**config.mk**
```make
export PLATFORM = sky130hd
export DESIGN_NAME = drof_ctrl
export DESIGN_NICKNAME = d
export VERILOG_FILES = /design/src/rtl/drof_pkg.sv /design/src/rtl/drof_ctrl.sv
export SDC_FILE = /design/constraint.sdc
export NUM_CORES = 1
export LEC_CHECK = 0
export BUFFER_PORTS_ARGS = -buffer_cell sky130_fd_sc_hd__buf_4
export CAP_MARGIN = 20
export CORE_AREA = 5 5 42 44
export CTS_CLUSTER_DIAMETER = 200
export DETAILED_ROUTE_END_ITERATION = 8
export DIE_AREA = 0 0 47 49
export GPL_TIMING_DRIVEN = 0
export PLACE_DENSITY = 0.32
export RECOVER_POWER = 100
export SYNTH_ARGS = -nofsm -noshare
export SYNTH_HDL_FRONTEND = slang
export SYNTH_SLANG_ARGS = --single-unit
```
**constraint.sdc**
```tcl
create_clock -name clock -period 1 [get_ports clock]
set_input_delay 0.3 -clock clock [delete_from_list [all_inputs] [get_ports clock]]
set_output_delay 0.3 -clock clock [all_outputs]
set_load 0.005 [all_outputs]
```
**src/rtl/drof_pkg.sv**
```systemverilog
// ----------------------------------------------------------------------------
// drof_pkg
// Shared types and constants for the dual-reader overwriting ring buffer.
// ----------------------------------------------------------------------------
package drof_pkg;

   localparam int DEPTH_DEFAULT        = 256;
   localparam int SAMPLE_WIDTH_DEFAULT = 64;

   localparam int DATA_WIDTH   = 64;
   localparam int LEVEL_WIDTH  = 8;
   localparam int THRESH_WIDTH = 8;
   localparam int CSR_IDX_WIDTH = 8;

   localparam logic [THRESH_WIDTH-1:0] A_THRESHOLD_RESET = 8'd10;
   localparam logic [THRESH_WIDTH-1:0] B_THRESHOLD_RESET = 8'd200;

   // operation codes
   localparam logic [1:0] OP_WRITE  = 2'd0;
   localparam logic [1:0] OP_READ_A = 2'd1;
   localparam logic [1:0] OP_READ_B = 2'd2;

   // register indexes
   localparam logic [CSR_IDX_WIDTH-1:0] CSR_A_THRESHOLD = 8'd0;
   localparam logic [CSR_IDX_WIDTH-1:0] CSR_B_THRESHOLD = 8'd1;

   typedef struct packed {
      logic [1:0]            opcode;
      logic [DATA_WIDTH-1:0] write_data;
   } drof_req_type;

   typedef struct packed {
      logic [DATA_WIDTH-1:0]  read_data;
      logic                   read_valid;
      logic                   dropped_a;
      logic                   dropped_b;
      logic [LEVEL_WIDTH-1:0] level_a;
      logic [LEVEL_WIDTH-1:0] level_b;
      logic                   ready_a;
      logic                   ready_b;
   } drof_rsp_type;

   typedef enum logic [1:0] {
      ST_IDLE,
      ST_EXEC,
      ST_RESP
   } drof_state_type;

   typedef struct packed {
      logic accept;       // item taken this cycle: update pointers, access store
      logic result_load;  // capture the result register
   } drof_cmd_type;

endpackage

```
**src/rtl/drof_ctrl.sv**
```systemverilog
// ----------------------------------------------------------------------------
// drof_ctrl
// Sequencer: accept one item, execute it, then present its result.
// ----------------------------------------------------------------------------
module drof_ctrl (
   input  logic                  clock,
   input  logic                  reset,
   input  logic                  req_valid,
   output logic                  req_stall,
   output logic                  rsp_valid,
   input  logic                  rsp_stall,
   output drof_pkg::drof_cmd_type cmd
);

   drof_pkg::drof_state_type state_ff;
   drof_pkg::drof_state_type state_in;

   always_ff @(posedge clock) begin
      if (reset) begin
         state_ff <= drof_pkg::ST_IDLE;
      end else begin
         state_ff <= state_in;
      end
   end

   always_comb begin
      state_in        = state_ff;
      cmd.accept      = 1'b0;
      cmd.result_load = 1'b0;
      req_stall       = 1'b1;
      rsp_valid       = 1'b0;
      unique case (state_ff)
         drof_pkg::ST_IDLE: begin
            req_stall = 1'b0;
            if (req_valid) begin
               cmd.accept = 1'b1;
               state_in   = drof_pkg::ST_EXEC;
            end
         end
         drof_pkg::ST_EXEC: begin
            // store read data arrives now
            cmd.result_load = 1'b1;
            state_in        = drof_pkg::ST_RESP;
         end
         drof_pkg::ST_RESP: begin
            rsp_valid = 1'b1;
            if (!rsp_stall) begin
               state_in = drof_pkg::ST_IDLE;
            end
         end
         default: begin
            state_in = drof_pkg::ST_IDLE;
         end
      endcase
   end

endmodule

```
Word-level counts from Yosys, hierarchy flattened:

Cells that the tools add are included.

* input port bits: 4
* logic and storage cells: 15
* flip-flop bits (word level): 2
* output and inout bits: 4

* eq/ne operators: 4
* multiplexer cells: 8
* reduce and logical (&&, ||, !) cells: 2

Operators by type and width (count)
* one-hot mux 2 bit (3 select lines): 1
* two-way mux 1 bit: 5
* two-way mux 2 bit: 2
* != test 2 bit (second input constant): 2
* equality test 2 x 1 -> 1 bit (second input constant): 1
* equality test 2 bit (second input constant): 1
* logical NOT 2 bit: 1
* AND reduction 2 bit: 1

Depth between registers and ports, before layout:

* depth in word-level cells: 3
* mapped depth: 3
* gate-level depth less buffers: 2

Least setup slack after synthesis:

No wires, ideal clock.

* path kind: register -> output
* from: register state_ff[1]
* to: output cmd[0] (netlist bit)
* arrival: 0.632 ns
* path slack: 0.068 ns
* path buffers: 1
* data required time: 0.700 ns
* stages on the path, launching flop included: 4
* cells stage by stage: dfxtp_1 -> nand2b_1 -> inv_1 -> buf_4

RTL lines
* start: declaration: line drof_ctrl.sv:15 `drof_pkg::drof_state_type state_ff;`
* start signal: assignment: line drof_ctrl.sv:20 `state_ff <= drof_pkg::ST_IDLE;`
* start signal: assignment: line drof_ctrl.sv:22 `state_ff <= state_in;`
* end: declaration: line drof_ctrl.sv:12 `output drof_pkg::drof_cmd_type cmd`

Worst setup path after layout:

* from: register state_ff[1]
* to: output req_stall

* cells in the longest elaborated chain, start to end: 2

Ends and longest elaborated chain
* logical NOT 2 bit: line drof_ctrl.sv:32 `unique case (state_ff)`
* two-way mux 1 bit: line drof_ctrl.sv:32
* end: declaration: line drof_ctrl.sv:9 `output logic req_stall,`

Every way passes these cells.

==> impl_metrics.py <==
metrics = {
    "cells_and_area": {
        "area_growth_pct": 131.8,
        "nets": 29,
        "antenna_cells": 0,
        "layout-drive-gt1-share_pct": 91.30,
        "finish.utilization_pct": 17.59,
        "largestRegisters": "state_ff (2)",
        "largest_register": "state_ff",
        "largest_reg_flops": 2,
        "fillers": 166,
        "design_area_sq_um": 246.5,
    },
    "setup_path": {
        "critical_path_class": "reg2out",
        "arrival_ps": 910,
        "regToRegEndpoint": "state_ff[1]$_SDFFE_PP0P_",
        "cp.required_ps": 700,
        "crit_path_end_kind": "output port",
        "start_kind": "register",
        "ff2ff_setup_slack_ps": 80,
        "cp_max_fo": 5,
        "r2r_cells": 5,
        "worst_r2r_startpoint": "state_ff[0]$_SDFFE_PP0P_",
    },
    "pwr": {
        "comb_power_share_pct": 22.0,
        "internal_power_uw": 272.5,
        "p_switching_uw": 69.38,
        "ir_drop_uv": 317.8,
        "power_density_mw_per_mm2": 1387,
        "seqPwrFrac_pct": 26.9,
        "leakage_nw": 0.1171,
        "switching_share_pct": 20.29,
        "p_clk_share_pct": 51.1,
    },
    "synth": {
        "ys_seq_area_share_pct": 37.65,
        "synth_area_sq_um": 106.4,
        "synth_area_leaders": "dfxtp_1 (38%), and2b_2 (16%), nor3b_2 (12%)",
        "yosys.area.top_type": "dfxtp_1",
        "yosysUniqueCellTypes": 9,
        "ys_ff_latch": 2,
        "ys_warn_count": 0,
        "synth_nets": 15,
        "syn_avg_cell_area_sq_um": 9.668,
        "synthCells": 11,
        "synth_top_cell_area_share_pct": 37.65,
    },
    "hold_path": {
        "hold_depth": 2,
        "whs_endpoint": "state_ff[1]$_SDFFE_PP0P_",
        "min-delay-path-class": "in2reg",
        "min_from": "reset",
    },
    "routing": {
        "remaining_drc_errors": 0,
        "antenna_left": 0,
        "viasPerCell": 2.923,
        "drtIter0Drc": 1,
        "vias": 114,
        "routedWlPerCell_microns": 8.051,
        "dr.pass1.iters": 2,
        "routed_wl_microns": 314,
    },
    "sta": {
        "setup_ws_ps": -214.2,
        "fin_crit_ps": 1214,
        "hold_viol": 0,
        "fin_crit_sh_pct": 121.4,
        "setup_viol": 4,
        "rsz0062_at_grt": "true",
        "fmax_mhz": 823.6,
        "drv_slew": 0,
        "tightest_slew_ps": 172.4,
        "relSlewSlack_pct": 88.46,
        "fin_skew_ps": 2.468,
    },
    "run_status": {
        "outcome": "complete, but fails checks",
        "violations": "negative setup slack",
    },
    "cts": {
        "htree_levels": 1,
        "cts_tree": "done",
        "root_buffer": "clkbuf_4",
        "clock_sinks": 2,
        "cts-buffers-inserted": 3,
        "clkTransAtPathRegs_ps": 30,
        "clk_latency_ps": 220,
        "cts_buffer_depth": 2,
    },
    "grt": {
        "grt_use_total_pct": 3.938,
        "grt_pass1_vias": 151,
        "gr-total-overflow": 0,
        "antenna_found_initial": 0,
        "grt_max_degree": 6,
        "grt_pass1_wl_microns": 572,
    },
    "place": {
        "pre_cts_ws_ps": -93.25,
        "io_buffer_count": 7,
        "gp_congestion": 0.6352,
        "placed_area_sq_um": 178.9,
    },
    "floorplanning": {
        "std_cell_rows": 14,
        "fp.dieH_microns": 49,
        "die_x_microns": 47,
        "io_pins": 8,
        "die_area_sq_mm": 0.002303,
        "start_util_pct": 7.589,
        "core-area_sq_mm": 0.001401,
    },
    "job": {
        "max-cap-violations": 0,
    },
}
[kinds of logic (layout without fill, tap and decap cells)]
| kind of cell | count (synthesis) | in the layout | synth area share, % |
|---|---|---|---|
| AOI/OAI and AO/OA | 1 | 1 | 4.701 |
| and+or+nand+nor | 6 | 6 | 47.07 |
| buffers and inverters | 2 | 14 | 10.59 |
| DFF | 2 | 2 | 37.65 |
[power by group through the flow]
stage,logic (mW),registers (mW),clock network [mW]
after floorplan,0.0232,0.0907,0
after global placement,0.0526,0.0914,0
after detailed placement,0.0531,0.0917,0
after CTS,0.0725,0.0916,0.190
after global routing,0.0811,0.0931,0.200
final,0.0752,0.0920,0.175
[per-layer routing]
| layer | track usage, % | routed length, microns | vias up |
|---|---|---|---|
| li1 | - | - | 58 |
| met1 | 3.720 | 143 | 49 |
| met2 | 4.072 | 122 | 7 |
| met3 | 3.321 | 47 | 0 |
| met4 | 5.530 | 0 | 0 |
| met5 | 0 | 0 | - |
[worst max-delay path by stage]
stage / start / to
final: state_ff[1]$_SDFFE_PP0P_ / req_stall
after global routing: state_ff[1]$_SDFFE_PP0P_ / cmd[1]
after CTS: state_ff[1]$_SDFFE_PP0P_ / req_stall
after detailed placement: state_ff[1]$_SDFFE_PP0P_ / cmd[0]
after global placement: state_ff[1]$_SDFFE_PP0P_ / cmd[0]
after floorplan: state_ff[1]$_SDFFE_PP0P_ / cmd[0]
[layout make-up]
type	instances	area (sq um)	share of cell area [%]
Clock buffer	3	22.52	9.137
Inverter	1	3.754	1.523
Multi-Input combinational cell	7	65.06	26.40
Sequential cell	2	45.04	18.27
Tap cell	16	20.02	8.122
Timing Repair Buffer	10	90.09	36.55
[synthesized netlist by cell type (all sizes together)]
master	n
buf	1
nand2b	1
dfxtp	2
inv	1
a21oi	1
nand3b	1
or2	1
and2b	2
nor3b	1
[placed cells by master (no fill, tap or decap), drive strengths merged]
| cell | synthesis | routed |
|---|---|---|
| nand2b | 1 | 1 |
| and2b | 2 | 2 |
| dfxtp | 2 | 2 |
| or2 | 1 | 1 |
| inv | 1 | 1 |
| nand3b | 1 | 1 |
| clkbuf | 0 | 3 |
| a21oi | 1 | 1 |
| buf | 1 | 10 |
| nor3b | 1 | 1 |
[per-stage QoR]
step / power [mW] / instances / TNS, ps / hold slack, ps
floorplan: 0.1140 / 11 / 0 / 369.1
CTS: 0.3542 / 38 / -841.7 / 220.8
finish: 0.3419 / 39 / -793.2 / 229.9
global route: 0.3739 / 39 / -955.6 / 229.9
detailed placement: 0.1448 / 34 / -163.9 / 469.2
global placement: 0.1440 / 34 / -131.3 / 466.4
[timing repair]
action	CTS	global route
pin swaps	2	0
endpoints found under the setup margin	4	4
setup buffers	2	1
resized for setup	10	0
hold buffers	0	0
[worst max-delay path: stages, from the launching register on]
cell and delay, ps:
dfxtp_2 330, or2_4 250, buf_6 110
No activity file was read; power rests on OpenSTA's default activity.
